### src/rtl/core/scbs_pkg.sv
// shared types and constants for the stereo clip and boxcar smoother
package scbs_pkg;

  localparam int GAIN_W     = 9;
  localparam int TONE_W     = 5;
  localparam int CFG_DATA_W = 9;
  localparam int CFG_IDX_W  = 1;

  localparam logic [CFG_IDX_W-1:0] CFG_IDX_GAIN = 1'b0;
  localparam logic [CFG_IDX_W-1:0] CFG_IDX_TONE = 1'b1;

  // 0.95 as 31130 / 2^15
  localparam logic signed [15:0] SCALE_NUM   = 16'sd31130;
  localparam int                 SCALE_SHIFT = 15;

  localparam logic [TONE_W-1:0] TONE_RESET = 5'd1;

  typedef struct packed {
    logic capture;
    logic mul;
    logic scale;
    logic ring_wr;
    logic sum_clr;
    logic sum_rd;
    logic div_load;
    logic div_step;
    logic out_load;
  } scbs_cmd_t;

  typedef struct packed {
    logic bypass;
    logic rd_last;
    logic div_last;
    logic out_free;
  } scbs_sts_t;

endpackage

### src/rtl/core/scbs_if.sv
// stream interfaces for the frame input and result channels
interface scbs_in_if #(
  parameter int SAMPLE_BITS = 24
);
  logic                          valid;
  logic                          ready;
  logic signed [SAMPLE_BITS-1:0] left_sample;
  logic signed [SAMPLE_BITS-1:0] right_sample;
  logic                          block_last;

  modport source (output valid, output left_sample, output right_sample,
                  output block_last, input ready);
  modport sink (input valid, input left_sample, input right_sample,
                input block_last, output ready);
endinterface

interface scbs_out_if #(
  parameter int SAMPLE_BITS = 24
);
  logic                          valid;
  logic                          ready;
  logic signed [SAMPLE_BITS-1:0] left_out;
  logic signed [SAMPLE_BITS-1:0] right_out;
  logic                          block_last_out;

  modport source (output valid, output left_out, output right_out,
                  output block_last_out, input ready);
  modport sink (input valid, input left_out, input right_out,
                input block_last_out, output ready);
endinterface

### src/rtl/core/scbs_div.sv
// bit-serial signed divider, quotient truncated toward zero
module scbs_div #(
  parameter int W  = 30,
  parameter int DW = 6
) (
  input  logic                clk,
  input  logic                rst_n,
  input  logic                start,
  input  logic                step,
  input  logic signed [W-1:0] dividend,
  input  logic [DW-1:0]       divisor,
  output logic signed [W-1:0] quotient,
  output logic                last
);

  localparam int CW = (W > 1) ? $clog2(W) : 1;

  logic [W-1:0]  quo_r, quo_nxt;
  logic [DW-1:0] rem_r, rem_nxt;
  logic [DW-1:0] d_r;
  logic          neg_r;
  logic [CW-1:0] cnt_r;
  logic [DW:0]   shifted;
  logic [DW+1:0] trial;

  assign shifted = {rem_r, quo_r[W-1]};
  assign trial   = {1'b0, shifted} - {2'b00, d_r};
  assign last    = (cnt_r == CW'(W - 1));

  always_comb begin
    if (!trial[DW+1]) begin
      rem_nxt = trial[DW-1:0];
      quo_nxt = {quo_r[W-2:0], 1'b1};
    end else begin
      rem_nxt = shifted[DW-1:0];
      quo_nxt = {quo_r[W-2:0], 1'b0};
    end
  end

  always_ff @(posedge clk) begin
    if (!rst_n) begin
      cnt_r <= '0;
    end else if (start) begin
      cnt_r <= '0;
    end else if (step) begin
      cnt_r <= cnt_r + CW'(1);
    end
  end

  always_ff @(posedge clk) begin
    if (start) begin
      quo_r <= dividend[W-1] ? (~dividend + W'(1)) : dividend;
      rem_r <= '0;
      d_r   <= divisor;
      neg_r <= dividend[W-1];
    end else if (step) begin
      quo_r <= quo_nxt;
      rem_r <= rem_nxt;
    end
  end

  assign quotient = neg_r ? $signed(~quo_r + W'(1)) : $signed(quo_r);

endmodule

### src/rtl/core/scbs_dp.sv
// datapath: gain and clip, 0.95 scale, history rings, running sum, dividers
module scbs_dp #(
  parameter int MAX_TAPS    = 32,
  parameter int SAMPLE_BITS = 24
) (
  input  logic                                clk,
  input  logic                                rst_n,
  input  logic                                cfg_we,
  input  logic [scbs_pkg::CFG_IDX_W-1:0]      cfg_index,
  input  logic [scbs_pkg::CFG_DATA_W-1:0]     cfg_data,
  input  logic signed [SAMPLE_BITS-1:0]       left_sample,
  input  logic signed [SAMPLE_BITS-1:0]       right_sample,
  input  logic                                block_last,
  input  scbs_pkg::scbs_cmd_t                 cmd,
  output scbs_pkg::scbs_sts_t                 sts,
  output logic                                out_valid,
  input  logic                                out_ready,
  output logic signed [SAMPLE_BITS-1:0]       left_out,
  output logic signed [SAMPLE_BITS-1:0]       right_out,
  output logic                                block_last_out
);

  localparam int SB    = SAMPLE_BITS;
  localparam int LEN_W = $clog2(MAX_TAPS + 1);
  localparam int IDX_W = (MAX_TAPS > 1) ? $clog2(MAX_TAPS) : 1;
  localparam int MW    = SB + scbs_pkg::GAIN_W + 1;
  localparam int PW    = SB + 16;
  localparam int SUM_W = SB + LEN_W;

  localparam logic signed [MW-1:0] CLIP_HI = {{(MW-SB+1){1'b0}}, {(SB-1){1'b1}}};
  localparam logic signed [MW-1:0] CLIP_LO = {{(MW-SB+1){1'b1}}, {(SB-1){1'b0}}};

  // configuration
  logic [scbs_pkg::GAIN_W-1:0] gain_r;
  logic [scbs_pkg::TONE_W-1:0] tone_r;
  logic [LEN_W-1:0]            len;

  always_ff @(posedge clk) begin
    if (!rst_n) begin
      gain_r <= '0;
      tone_r <= scbs_pkg::TONE_RESET;
    end else if (cfg_we) begin
      case (cfg_index)
        scbs_pkg::CFG_IDX_GAIN: gain_r <= cfg_data[scbs_pkg::GAIN_W-1:0];
        scbs_pkg::CFG_IDX_TONE: tone_r <= cfg_data[scbs_pkg::TONE_W-1:0];
        default: ;
      endcase
    end
  end

  assign len = (32'(tone_r) > MAX_TAPS) ? LEN_W'(MAX_TAPS) : LEN_W'(tone_r);

  // shaping pipe
  logic signed [SB-1:0] in_l_r, in_r_r;
  logic                 last_r;
  logic signed [MW-1:0] prod_l_r, prod_r_r;
  logic signed [SB-1:0] clip_l, clip_r;
  logic signed [PW-1:0] scl_l_r, scl_r_r;
  logic signed [SB-1:0] y_l, y_r;

  always_comb begin
    if (prod_l_r > CLIP_HI)      clip_l = CLIP_HI[SB-1:0];
    else if (prod_l_r < CLIP_LO) clip_l = CLIP_LO[SB-1:0];
    else                         clip_l = prod_l_r[SB-1:0];
    if (prod_r_r > CLIP_HI)      clip_r = CLIP_HI[SB-1:0];
    else if (prod_r_r < CLIP_LO) clip_r = CLIP_LO[SB-1:0];
    else                         clip_r = prod_r_r[SB-1:0];
  end

  // arithmetic shift, rounds toward minus infinity
  assign y_l = scl_l_r[SB+scbs_pkg::SCALE_SHIFT-1:scbs_pkg::SCALE_SHIFT];
  assign y_r = scl_r_r[SB+scbs_pkg::SCALE_SHIFT-1:scbs_pkg::SCALE_SHIFT];

  always_ff @(posedge clk) begin
    if (cmd.capture) begin
      in_l_r <= left_sample;
      in_r_r <= right_sample;
      last_r <= block_last;
    end
    if (cmd.mul) begin
      prod_l_r <= in_l_r * $signed({1'b0, gain_r});
      prod_r_r <= in_r_r * $signed({1'b0, gain_r});
    end
    if (cmd.scale) begin
      scl_l_r <= clip_l * scbs_pkg::SCALE_NUM;
      scl_r_r <= clip_r * scbs_pkg::SCALE_NUM;
    end
  end

  // history rings, left and right side by side in one memory
  logic [2*SB-1:0]     ring_mem [MAX_TAPS];
  logic [MAX_TAPS-1:0] vld_r;
  logic [LEN_W-1:0]    pos_r;
  logic [LEN_W-1:0]    wr_idx;
  logic [LEN_W-1:0]    rd_idx_r;
  logic [2*SB-1:0]     rd_data_r;
  logic                rd_vld_r;
  logic                pend_r;

  assign wr_idx = (pos_r >= len) ? '0 : pos_r;

  always_ff @(posedge clk) begin
    if (cmd.ring_wr) begin
      ring_mem[wr_idx[IDX_W-1:0]] <= {y_l, y_r};
    end
    if (cmd.sum_rd) begin
      rd_data_r <= ring_mem[rd_idx_r[IDX_W-1:0]];
    end
  end

  always_ff @(posedge clk) begin
    if (!rst_n) begin
      vld_r    <= '0;
      pos_r    <= '0;
      rd_idx_r <= '0;
      pend_r   <= 1'b0;
      rd_vld_r <= 1'b0;
    end else begin
      if (cmd.ring_wr) begin
        vld_r[wr_idx[IDX_W-1:0]] <= 1'b1;
        pos_r <= wr_idx + LEN_W'(1);
      end
      if (cmd.sum_clr) begin
        rd_idx_r <= '0;
      end else if (cmd.sum_rd) begin
        rd_idx_r <= rd_idx_r + LEN_W'(1);
      end
      pend_r <= cmd.sum_rd;
      if (cmd.sum_rd) begin
        rd_vld_r <= vld_r[rd_idx_r[IDX_W-1:0]];
      end
    end
  end

  // running sums, one entry per cycle
  logic signed [SUM_W-1:0] sum_l_r, sum_r_r;
  logic signed [SB-1:0]    rd_l, rd_r;

  assign rd_l = rd_vld_r ? rd_data_r[2*SB-1:SB] : '0;
  assign rd_r = rd_vld_r ? rd_data_r[SB-1:0]    : '0;

  always_ff @(posedge clk) begin
    if (cmd.sum_clr) begin
      sum_l_r <= '0;
      sum_r_r <= '0;
    end else if (pend_r) begin
      sum_l_r <= sum_l_r + {{LEN_W{rd_l[SB-1]}}, rd_l};
      sum_r_r <= sum_r_r + {{LEN_W{rd_r[SB-1]}}, rd_r};
    end
  end

  // dividers
  logic signed [SUM_W-1:0] q_l, q_r;
  logic                    last_l, last_rt;

  scbs_div #(.W(SUM_W), .DW(LEN_W)) u_div_l (
    .clk      (clk),
    .rst_n    (rst_n),
    .start    (cmd.div_load),
    .step     (cmd.div_step),
    .dividend (sum_l_r),
    .divisor  (len),
    .quotient (q_l),
    .last     (last_l)
  );

  scbs_div #(.W(SUM_W), .DW(LEN_W)) u_div_r (
    .clk      (clk),
    .rst_n    (rst_n),
    .start    (cmd.div_load),
    .step     (cmd.div_step),
    .dividend (sum_r_r),
    .divisor  (len),
    .quotient (q_r),
    .last     (last_rt)
  );

  // output register
  logic                 out_valid_r;
  logic signed [SB-1:0] out_l_r, out_r_r;
  logic                 out_last_r;

  always_ff @(posedge clk) begin
    if (!rst_n) begin
      out_valid_r <= 1'b0;
    end else if (cmd.out_load) begin
      out_valid_r <= 1'b1;
    end else if (out_ready) begin
      out_valid_r <= 1'b0;
    end
  end

  always_ff @(posedge clk) begin
    if (cmd.out_load) begin
      out_l_r    <= sts.bypass ? y_l : q_l[SB-1:0];
      out_r_r    <= sts.bypass ? y_r : q_r[SB-1:0];
      out_last_r <= last_r;
    end
  end

  assign out_valid      = out_valid_r;
  assign left_out       = out_l_r;
  assign right_out      = out_r_r;
  assign block_last_out = out_last_r;

  assign sts.bypass   = (len == '0);
  assign sts.rd_last  = (rd_idx_r == len - LEN_W'(1));
  assign sts.div_last = last_l & last_rt;
  assign sts.out_free = !out_valid_r || out_ready;

endmodule

### src/rtl/core/scbs_ctrl.sv
// controller: sequences one frame through shaping and, unless bypassed, ring update, sum and divide
module scbs_ctrl (
  input  logic                clk,
  input  logic                rst_n,
  input  logic                in_valid,
  output logic                in_ready,
  input  scbs_pkg::scbs_sts_t sts,
  output scbs_pkg::scbs_cmd_t cmd
);

  typedef enum logic [3:0] {
    ST_IDLE,
    ST_MUL,
    ST_SCALE,
    ST_WRITE,
    ST_READ,
    ST_DRAIN,
    ST_DIVL,
    ST_DIV,
    ST_OUT
  } state_t;

  state_t state_r, state_nxt;

  always_comb begin
    cmd       = '0;
    state_nxt = state_r;
    in_ready  = 1'b0;
    case (state_r)
      ST_IDLE: begin
        in_ready    = 1'b1;
        cmd.capture = in_valid;
        if (in_valid) state_nxt = ST_MUL;
      end
      ST_MUL: begin
        cmd.mul   = 1'b1;
        state_nxt = ST_SCALE;
      end
      ST_SCALE: begin
        cmd.scale = 1'b1;
        state_nxt = ST_WRITE;
      end
      ST_WRITE: begin
        cmd.sum_clr = 1'b1;
        cmd.ring_wr = !sts.bypass;
        state_nxt   = sts.bypass ? ST_OUT : ST_READ;
      end
      ST_READ: begin
        cmd.sum_rd = 1'b1;
        if (sts.rd_last) state_nxt = ST_DRAIN;
      end
      ST_DRAIN: begin
        state_nxt = ST_DIVL;
      end
      ST_DIVL: begin
        cmd.div_load = 1'b1;
        state_nxt    = ST_DIV;
      end
      ST_DIV: begin
        cmd.div_step = 1'b1;
        if (sts.div_last) state_nxt = ST_OUT;
      end
      ST_OUT: begin
        cmd.out_load = sts.out_free;
        if (sts.out_free) state_nxt = ST_IDLE;
      end
      default: begin
        state_nxt = ST_IDLE;
      end
    endcase
  end

  always_ff @(posedge clk) begin
    if (!rst_n) begin
      state_r <= ST_IDLE;
    end else begin
      state_r <= state_nxt;
    end
  end

endmodule

### src/rtl/core/stereo_clip_boxcar_smoother.sv
// top level of the stereo hard-clip distortion with boxcar smoother
// Each stereo frame is multiplied by the integer gain, clipped to [-1, 1) and
// scaled by 0.95 (31130/32768, arithmetic shift). With tone_length 0 the
// scaled pair is loaded into the output register once that is free, and the
// block returns to idle for the next frame. Otherwise the pair is written into
// per-channel history rings and the output is the sum of the first
// tone_length entries divided by tone_length, truncated toward zero. One
// frame is in flight at a time; the result is loaded into the output register
// after the window walk and the division, and the block then returns to idle
// for the next frame. The ring memory has one read port, so the sum walks the
// window one entry per cycle, and the two dividers retire one quotient bit per
// cycle over the SAMPLE_BITS + clog2(MAX_TAPS+1) bits of the sum. A finished
// result waits in the output register while the next frame is accepted.
// History valid bits are cleared at reset, so no clearing pass is needed.
// Configuration is written through cfg_we, cfg_index and cfg_data (index 0
// gain, index 1 tone_length); the user must do so only while the block is
// idle, as the block itself does not enforce this.
module stereo_clip_boxcar_smoother #(
  parameter int MAX_TAPS    = 32,
  parameter int SAMPLE_BITS = 24
) (
  input  logic                            clk,
  input  logic                            rst_n,
  // configuration writes
  input  logic                            cfg_we,
  input  logic [scbs_pkg::CFG_IDX_W-1:0]  cfg_index,
  input  logic [scbs_pkg::CFG_DATA_W-1:0] cfg_data,
  // frame transactions in and results out
  scbs_in_if.sink                         in_if,
  scbs_out_if.source                      out_if
);

  scbs_pkg::scbs_cmd_t cmd;
  scbs_pkg::scbs_sts_t sts;

  // sequencing of shaping, ring write, window walk and division
  scbs_ctrl u_ctrl (
    .clk      (clk),
    .rst_n    (rst_n),
    .in_valid (in_if.valid),
    .in_ready (in_if.ready),
    .sts      (sts),
    .cmd      (cmd)
  );

  // all arithmetic, storage and the output register
  scbs_dp #(
    .MAX_TAPS    (MAX_TAPS),
    .SAMPLE_BITS (SAMPLE_BITS)
  ) u_dp (
    .clk            (clk),
    .rst_n          (rst_n),
    .cfg_we         (cfg_we),
    .cfg_index      (cfg_index),
    .cfg_data       (cfg_data),
    .left_sample    (in_if.left_sample),
    .right_sample   (in_if.right_sample),
    .block_last     (in_if.block_last),
    .cmd            (cmd),
    .sts            (sts),
    .out_valid      (out_if.valid),
    .out_ready      (out_if.ready),
    .left_out       (out_if.left_out),
    .right_out      (out_if.right_out),
    .block_last_out (out_if.block_last_out)
  );

endmodule
### src/flat_wrapper.sv
// flat-port wrapper written by rule: the top's interface ports become plain ports
module stereo_clip_boxcar_smoother_flat 
#(
  parameter int MAX_TAPS    = 32,
  parameter int SAMPLE_BITS = 24
)
  (clk, rst_n, cfg_we, cfg_index, cfg_data, in_if_valid, in_if_left_sample, in_if_right_sample, in_if_block_last, in_if_ready, out_if_valid, out_if_left_out, out_if_right_out, out_if_block_last_out, out_if_ready);
  scbs_in_if #(.SAMPLE_BITS(SAMPLE_BITS)) in_if_i ();
  scbs_out_if #(.SAMPLE_BITS(SAMPLE_BITS)) out_if_i ();
  input  logic clk;
  input  logic rst_n;
  input  logic cfg_we;
  input  logic [scbs_pkg::CFG_IDX_W-1:0] cfg_index;
  input  logic [scbs_pkg::CFG_DATA_W-1:0] cfg_data;
  input wire logic [$bits(in_if_i.valid)-1:0] in_if_valid;
  input wire logic [$bits(in_if_i.left_sample)-1:0] in_if_left_sample;
  input wire logic [$bits(in_if_i.right_sample)-1:0] in_if_right_sample;
  input wire logic [$bits(in_if_i.block_last)-1:0] in_if_block_last;
  output wire logic [$bits(in_if_i.ready)-1:0] in_if_ready;
  output wire logic [$bits(out_if_i.valid)-1:0] out_if_valid;
  output wire logic [$bits(out_if_i.left_out)-1:0] out_if_left_out;
  output wire logic [$bits(out_if_i.right_out)-1:0] out_if_right_out;
  output wire logic [$bits(out_if_i.block_last_out)-1:0] out_if_block_last_out;
  input wire logic [$bits(out_if_i.ready)-1:0] out_if_ready;
  assign in_if_i.valid = in_if_valid;
  assign in_if_i.left_sample = in_if_left_sample;
  assign in_if_i.right_sample = in_if_right_sample;
  assign in_if_i.block_last = in_if_block_last;
  assign in_if_ready = in_if_i.ready;
  assign out_if_valid = out_if_i.valid;
  assign out_if_left_out = out_if_i.left_out;
  assign out_if_right_out = out_if_i.right_out;
  assign out_if_block_last_out = out_if_i.block_last_out;
  assign out_if_i.ready = out_if_ready;
  stereo_clip_boxcar_smoother #(.MAX_TAPS(MAX_TAPS), .SAMPLE_BITS(SAMPLE_BITS)) u_core (.clk(clk), .rst_n(rst_n), .cfg_we(cfg_we), .cfg_index(cfg_index), .cfg_data(cfg_data), .in_if(in_if_i), .out_if(out_if_i));
endmodule
### config.mk
export PLATFORM = sky130hd
export DESIGN_NAME = stereo_clip_boxcar_smoother_flat
export DESIGN_NICKNAME = d
export VERILOG_FILES = /design/src/rtl/core/scbs_pkg.sv /design/src/rtl/core/scbs_if.sv /design/src/rtl/core/scbs_div.sv /design/src/rtl/core/scbs_dp.sv /design/src/rtl/core/scbs_ctrl.sv /design/src/rtl/core/stereo_clip_boxcar_smoother.sv /design/src/flat_wrapper.sv
export SDC_FILE = /design/constraint.sdc
export NUM_CORES = 2
export LEC_CHECK = 0
export BUFFER_PORTS_ARGS = -buffer_cell sky130_fd_sc_hd__buf_2
export CAP_MARGIN = 20
export CORE_ASPECT_RATIO = 1.5
export CORE_MARGIN = 2
export CORE_UTILIZATION = 34
export DETAILED_ROUTE_END_ITERATION = 6
export GPL_TIMING_DRIVEN = 0
export PLACE_DENSITY = 0.52
export SLEW_MARGIN = 5
export SYNTH_ARGS = -nofsm -noshare
export SYNTH_HDL_FRONTEND = slang
export SYNTH_SLANG_ARGS = --single-unit
### constraint.sdc
create_clock -name clk -period 11.5 [get_ports clk]
set_input_delay 0.575 -clock clk [delete_from_list [all_inputs] [get_ports clk]]
set_output_delay 0.575 -clock clk [all_outputs]
set_load 0.005 [all_outputs]
Yosys cells after proc, flatten, opt, wreduce, memory -nomap -nowiden
Memory sizes are Yosys's and may differ from the RTL's. A register that Yosys moved wholly into a read port is not among the register bits.
Cells that the tools add are included.
{ "word_totals": {"register_bits": 456, "mem_bits_rw": 1536, "inputBits": 64, "word_cells": 136, "n_memories": 1} }
{ "classes": {"add_sub_neg": 13, "mul": 4, "magnitude_cmp": 8, "eq_ne": 15, "muxes": 44, "n_bitwise": 8, "reduce_logical": 13} }
{ "mem_list": {"columns": ["name", "words", "width", "read_ports", "rd_ports_with_merged_regs", "write_ports", "line_no", "source"], "rows": [
  ["u_core.u_dp.ring_mem", 32, 48, 1, 1, 1, "scbs_dp.sv:91", "logic [2*SB-1:0] ring_mem [MAX_TAPS];"]
]} }
{ "ops": {"columns": ["cell", "n"], "rows": [
  ["two-way mux 24 bit", 10],
  ["two-way mux 30 bit", 6],
  ["multiplier 24 x 15 -> 38 bit (second input constant)", 2],
  ["greater-than comparator 34 x 24 -> 1 bit (second input constant)", 2],
  ["less-than comparator 34 x 24 -> 1 bit (second input constant)", 2],
  ["multiplier 24 x 10 -> 34 bit", 2],
  ["adder 30 x 2 -> 30 bit (second input constant)", 2],
  ["adder 30 bit", 2],
  ["NOT 30 bit", 2],
  ["adder 24 x 1 -> 24 bit (second input constant)", 2],
  ["NOT 24 bit", 2],
  ["case mux 4 bit (9 select lines)", 1],
  ["bitwise OR 32 bit", 1],
  ["two-way mux 4 bit", 5],
  ["two-way mux 6 bit", 3],
  ["equality test 4 x 3 -> 1 bit (second input constant)", 4],
  ["two-way mux 1 bit", 16],
  ["subtractor 7 x 5 -> 8 bit", 2],
  ["adder 6 x 1 -> 6 bit (second input constant)", 2],
  ["less-than comparator 5 x 6 -> 1 bit (second input constant)", 2],
  ["adder 5 x 1 -> 5 bit (second input constant)", 2],
  ["equality test 5 bit (second input constant)", 2],
  ["equality test 4 x 2 -> 1 bit (second input constant)", 2],
  ["equality test 6 bit", 1],
  ["21 further kinds", 28]
]} }

Logic depth before layout (Yosys ltp)
{ "depth": {"word_depth": 7, "ltp_mapped": 28, "mapped_depth_nobuf": 26} }

Hierarchy
A second synthesis with hierarchy kept.
{ "hier_totals": {"cells_unflattened": 7543, "area_unflattened_um2": 111449.4} }
{ "modules_own_cells": {"columns": ["module", "instances", "cells_per_inst", "area_per_inst_um2"], "rows": [
  ["scbs_dp", 1, 6767, 104240.0],
  ["scbs_div at u_core.u_dp.u_div_r", 1, 367, 3467.1],
  ["scbs_div at u_core.u_dp.u_div_l", 1, 371, 3420.8],
  ["scbs_ctrl", 1, 38, 321.6]
]} }

Worst setup path after synthesis
OpenSTA, ideal clock, no wires.
{ "synth_path": {"path_kind": "register to register", "startpoint": "register u_core.u_ctrl.state_r[2]", "endpoint": "register u_core.u_dp.rd_idx_r[5]", "setup_time_ns": 0.070, "t_arrival_ns": 7.708, "path_slack_ns": 3.721, "path_stages_with_launch": 6, "path_buffers": 1, "synth_period_minus_slack_ns": 7.779, "cell_sequence": "dfxtp_1 clkbuf_1 nor4b_1 nand4_1 or3_1 a21oi_1"} }
{ "synth_rtl": {"columns": ["item", "line_no", "source"], "rows": [
  ["from (decl)", "scbs_ctrl.sv:23", "state_t state_r, state_nxt;"],
  ["from (signal assigned)", "scbs_ctrl.sv:77", "state_r <= state_nxt;"],
  ["to (signal assigned)", "scbs_dp.sv:126", "rd_idx_r <= rd_idx_r + LEN_W'(1);"],
  ["to (decl)", "scbs_dp.sv:95", "logic [LEN_W-1:0] rd_idx_r;"]
]} }

Worst setup path in the final report
{ "layout_path": {"startpoint": "register u_core.u_dp.prod_l_r[32]", "endpoint": "register u_core.u_dp.scl_l_r[34], data pin"} }
{ "layout_between": {"elab_chain_cells": 4} }
{ "layout_rtl": {"columns": ["item", "line_no", "source"], "rows": [
  ["from (decl)", "scbs_dp.sv:56", "logic signed [MW-1:0] prod_l_r, prod_r_r;"],
  ["from (signal assigned)", "scbs_dp.sv:81", "prod_l_r <= in_l_r * $signed({1'b0, gain_r});"],
  ["less-than comparator 34 x 24 -> 1 bit", "scbs_dp.sv:63", "else if (prod_l_r < CLIP_LO) clip_l = CLIP_LO[SB-1:0];"],
  ["two-way mux 24 bit", "scbs_dp.sv:63", null],
  ["two-way mux 24 bit (*)", "scbs_dp.sv:62", "if (prod_l_r > CLIP_HI) clip_l = CLIP_HI[SB-1:0];"],
  ["multiplier 24 x 15 -> 38 bit (*)", "scbs_dp.sv:85", "scl_l_r <= clip_l * scbs_pkg::SCALE_NUM;"],
  ["to (signal assigned)", "scbs_dp.sv:85", null],
  ["to (decl)", "scbs_dp.sv:58", "logic signed [PW-1:0] scl_l_r, scl_r_r;"]
]} }
Mark *: on every way between the ends. The rest lies on a longest branch, timed or not.
A chain may end at the register's enable or synchronous reset.

==> results.toml <==
[synth]
seq_area_frac_synth_pct = 53.7
synth_area_um2 = 110000
netlist_top_cells_area = "edfxtp_1 51%, fa_1 12%, mux4_2 10%"
yosysTopAreaCell = "edfxtp_1"
synth-edff-count = 1865
synth_warnings = 0
synth_cell_types = 69
async_flop_share_pct = 0
synth_top_area_share_pct = 51.0
syn_avg_cell_area_um2 = 14.8
synth_flop_cell = "edfxtp_1"
synth-seq-cells = 2012
netlist_instances = 7432
synth_nets = 8687

[sta]
period_needed_ns = 8.32
hold_violations = 0
finalCritPeriodShare_pct = 72.4
timing.fmax_ghz = 0.120
relSlewSlack_pct = 22.1
finalSetupViolCount = 0
slew_violations = 0
finClkSkew_ns = 0.0994
layout_setup_ws_ns = 3.18
tightest_slew_ns = 1.17
tns_ns = 0
grt_setup_unrepaired = "false"

[worst_hold_path]
hp-class = "in -> reg"
min_from = "in_if_valid"

[grt]
grt_first_pass_wirelength_um = 440000
grt_antenna_before_repair = 14
grt-ovfl-total = 0
track_usage_pct = 18.2
grt_max_degree = 49
grt_pass1_vias = 67300

[routing]
routed_via_density = 5.01
vias = 62100
drcViolationCount = 0
firstDrtPassIters = 6
ant_nets = 0
drt_iter0_markers = 4407
routedWlPerCell_um = 24.1
drt_wl_total_um = 299000

[cts]
postCtsSetupBuffers = 0
root_buffer = "clkbuf_16"
h-tree-depth = 4
ctsHoldBuffers = 58
cts_tree = "yes"
cts_sinks = 2012
cts_resized = 0
cts_buffer_depth = 4
clk_latency_ns = 0.91
numCtsBuffers = 205
clk_pin_slew_worst_paths_ns = 0.08

[worst_setup_path]
endpoint_kind = "flop"
cp.required_ns = 12.12
worstSetupPathType = "reg -> reg"
startpoint_type = "flop"
reg2reg_from = "u_core.u_dp.prod_l_r[32]"
worstPathArrival_ns = 8.94
crit_start = "u_core.u_dp.prod_l_r[32]"
ff2ff_setup_slack_ns = 3.18
crit_fanout = 10

[place]
place_ws_ns = 2.94
place_hpwl_um = 227000
io_buffers = 113
place_congestion = 0.841

[floorplanning]
die_w_um = 468
die_h_um = 700
ios = 115
rows = 255
core_area_um2 = 322000
dieArea_um2 = 328000
initial_core_util_pct = 34.1

[finish]
layout-drive-gt1-share_pct = 14.6
final_nets = 9240
area_growth_pct = 15.0
final_core_util_pct = 39.3

[outcome]
status = "finished, final reports clean"

[job]
cap_violations = 0
## worst paths after layout
check / end / cells past startpoint
max: u_core.u_dp.scl_l_r[34] / 26
max reg2reg: u_core.u_dp.scl_l_r[34] / 26
min reg2reg: u_core.u_dp.block_last_out / 0
min: u_core.u_ctrl.state_r[3] / 4
## Yosys cell counts (29+ instances only)
cell type and n:
ha_1 521, mux2_2 49, o31ai_1 36, nor2_1 226, edfxtp_1 1865, o21ai_0 207, inv_1 1041, mux4_2 490
nand4_1 29, nor3_1 45, a21oi_1 167, xor2_1 160, buf_1 47, mux2i_1 49, nand2_1 394, clkbuf_1 208
xnor2_1 145, nand3_1 39, nand2b_1 29, a21o_1 125, fa_1 670, and2_1 357, o21a_1 62, dfxtp_1 147
## kinds of logic (layout without fill, tap and decap cells)
| group | count (synthesis) | after routing | synth area share [%] |
|---|---|---|---|
| other cells | 0 | 6 | 0 |
| fa+ha+maj | 1191 | 1191 | 18.2 |
| simple gates | 1260 | 1260 | 5.75 |
| xor+xnor | 305 | 305 | 2.43 |
| compound gates | 779 | 779 | 4.54 |
| flops | 2012 | 2012 | 53.7 |
| mux | 588 | 588 | 11.0 |
| buf+inv | 1297 | 2014 | 4.43 |
## layer usage
metal	wire length [um]	global-route usage (%)	part of all wire (%)	up-vias
met5	16	0	0.0054	-
met4	11200	6.29	3.7	2
met3	13400	2.10	4.5	526
met2	163000	34.6	55	1498
met1	111000	20.8	37	32400
li1	-	-	-	27700
## layout make-up
type / count / area (um^2)
Tap cell: 4240 / 5310
Buffer: 255 / 962
Clock buffer: 249 / 5370
Antenna cell: 6 / 15.0
Inverter: 1042 / 3910
Clock inverter: 122 / 1200
Fill cell: 29800 / 195000
Sequential cell: 2012 / 58900
Timing Repair Buffer: 346 / 4340
Multi-Input combinational cell: 4123 / 46300
## critical path: stages, from the launching register on
cell and delay (ns):
edfxtp_1 0.40, nor4_1 0.62, a31oi_1 0.30, clkbuf_1 0.29, a21o_1 0.32, ha_1 0.31
clkbuf_1 0.33, xor2_1 0.13, ha_1 0.30, inv_1 0.05, fa_1 0.53, inv_1 0.05
fa_1 0.45, fa_1 0.49, inv_1 0.05, fa_1 0.47, inv_1 0.04, ha_1 0.29
a21o_1 0.16, a21oi_1 0.19, nand2b_1 0.10, nor3_1 0.55, nor2_1 0.25, a21oi_1 0.40
a41o_1 0.29, or4b_2 0.59, o311ai_0 0.13
## metrics by stage
step	hold WS [ns]	area [um^2]	cells
global placement	0.407	116000	11800
global route	0.140	126000	12400
floorplan	0.400	110000	7432
finish	0.142	126000	12400
CTS	0.0800	126000	12400
detailed placement	0.415	118000	11900
## placed cells by master, fill, tap and decap left out, drive strengths merged, types with 21 or more instances in the layout
cell type / instances
a31oi: 25
inv: 1050
mux4: 490
a21boi: 24
and3: 22
nor3: 45
or4: 21
clkinv: 86
a21oi: 167
clkbuf: 457
nand3: 39
nand4: 29
edfxtp: 1865
a21o: 125
nand2b: 29
ha: 521
or3: 25
nor2b: 27
o31ai: 36
fa: 670
nand2: 394
dfxtp: 147
xnor2: 145
xor2: 160
bufinv: 21
nor2: 226
dlygate4sd3: 58
o21a: 62
mux2i: 49
and2: 357
mux2: 49
o21ai: 210
buf: 335
## sequential cells by signal, indices dropped and copies added, names as in the netlist, 30 cells and up
| name | count |
|---|---|
| u_core.u_dp.ring_mem | 1536 |
| u_core.u_dp.u_div_l.quo_r | 30 |
| u_core.u_dp.sum_l_r | 30 |
| u_core.u_dp.prod_r_r | 34 |
| u_core.u_dp.prod_l_r | 34 |
| u_core.u_dp.sum_r_r | 30 |
| u_core.u_dp.u_div_r.quo_r | 30 |
| u_core.u_dp.rd_data_r | 48 |
| u_core.u_dp.vld_r | 32 |
Power is not shown: default switching activity piles up to over one toggle a cycle in this logic, so the estimate is an artifact.
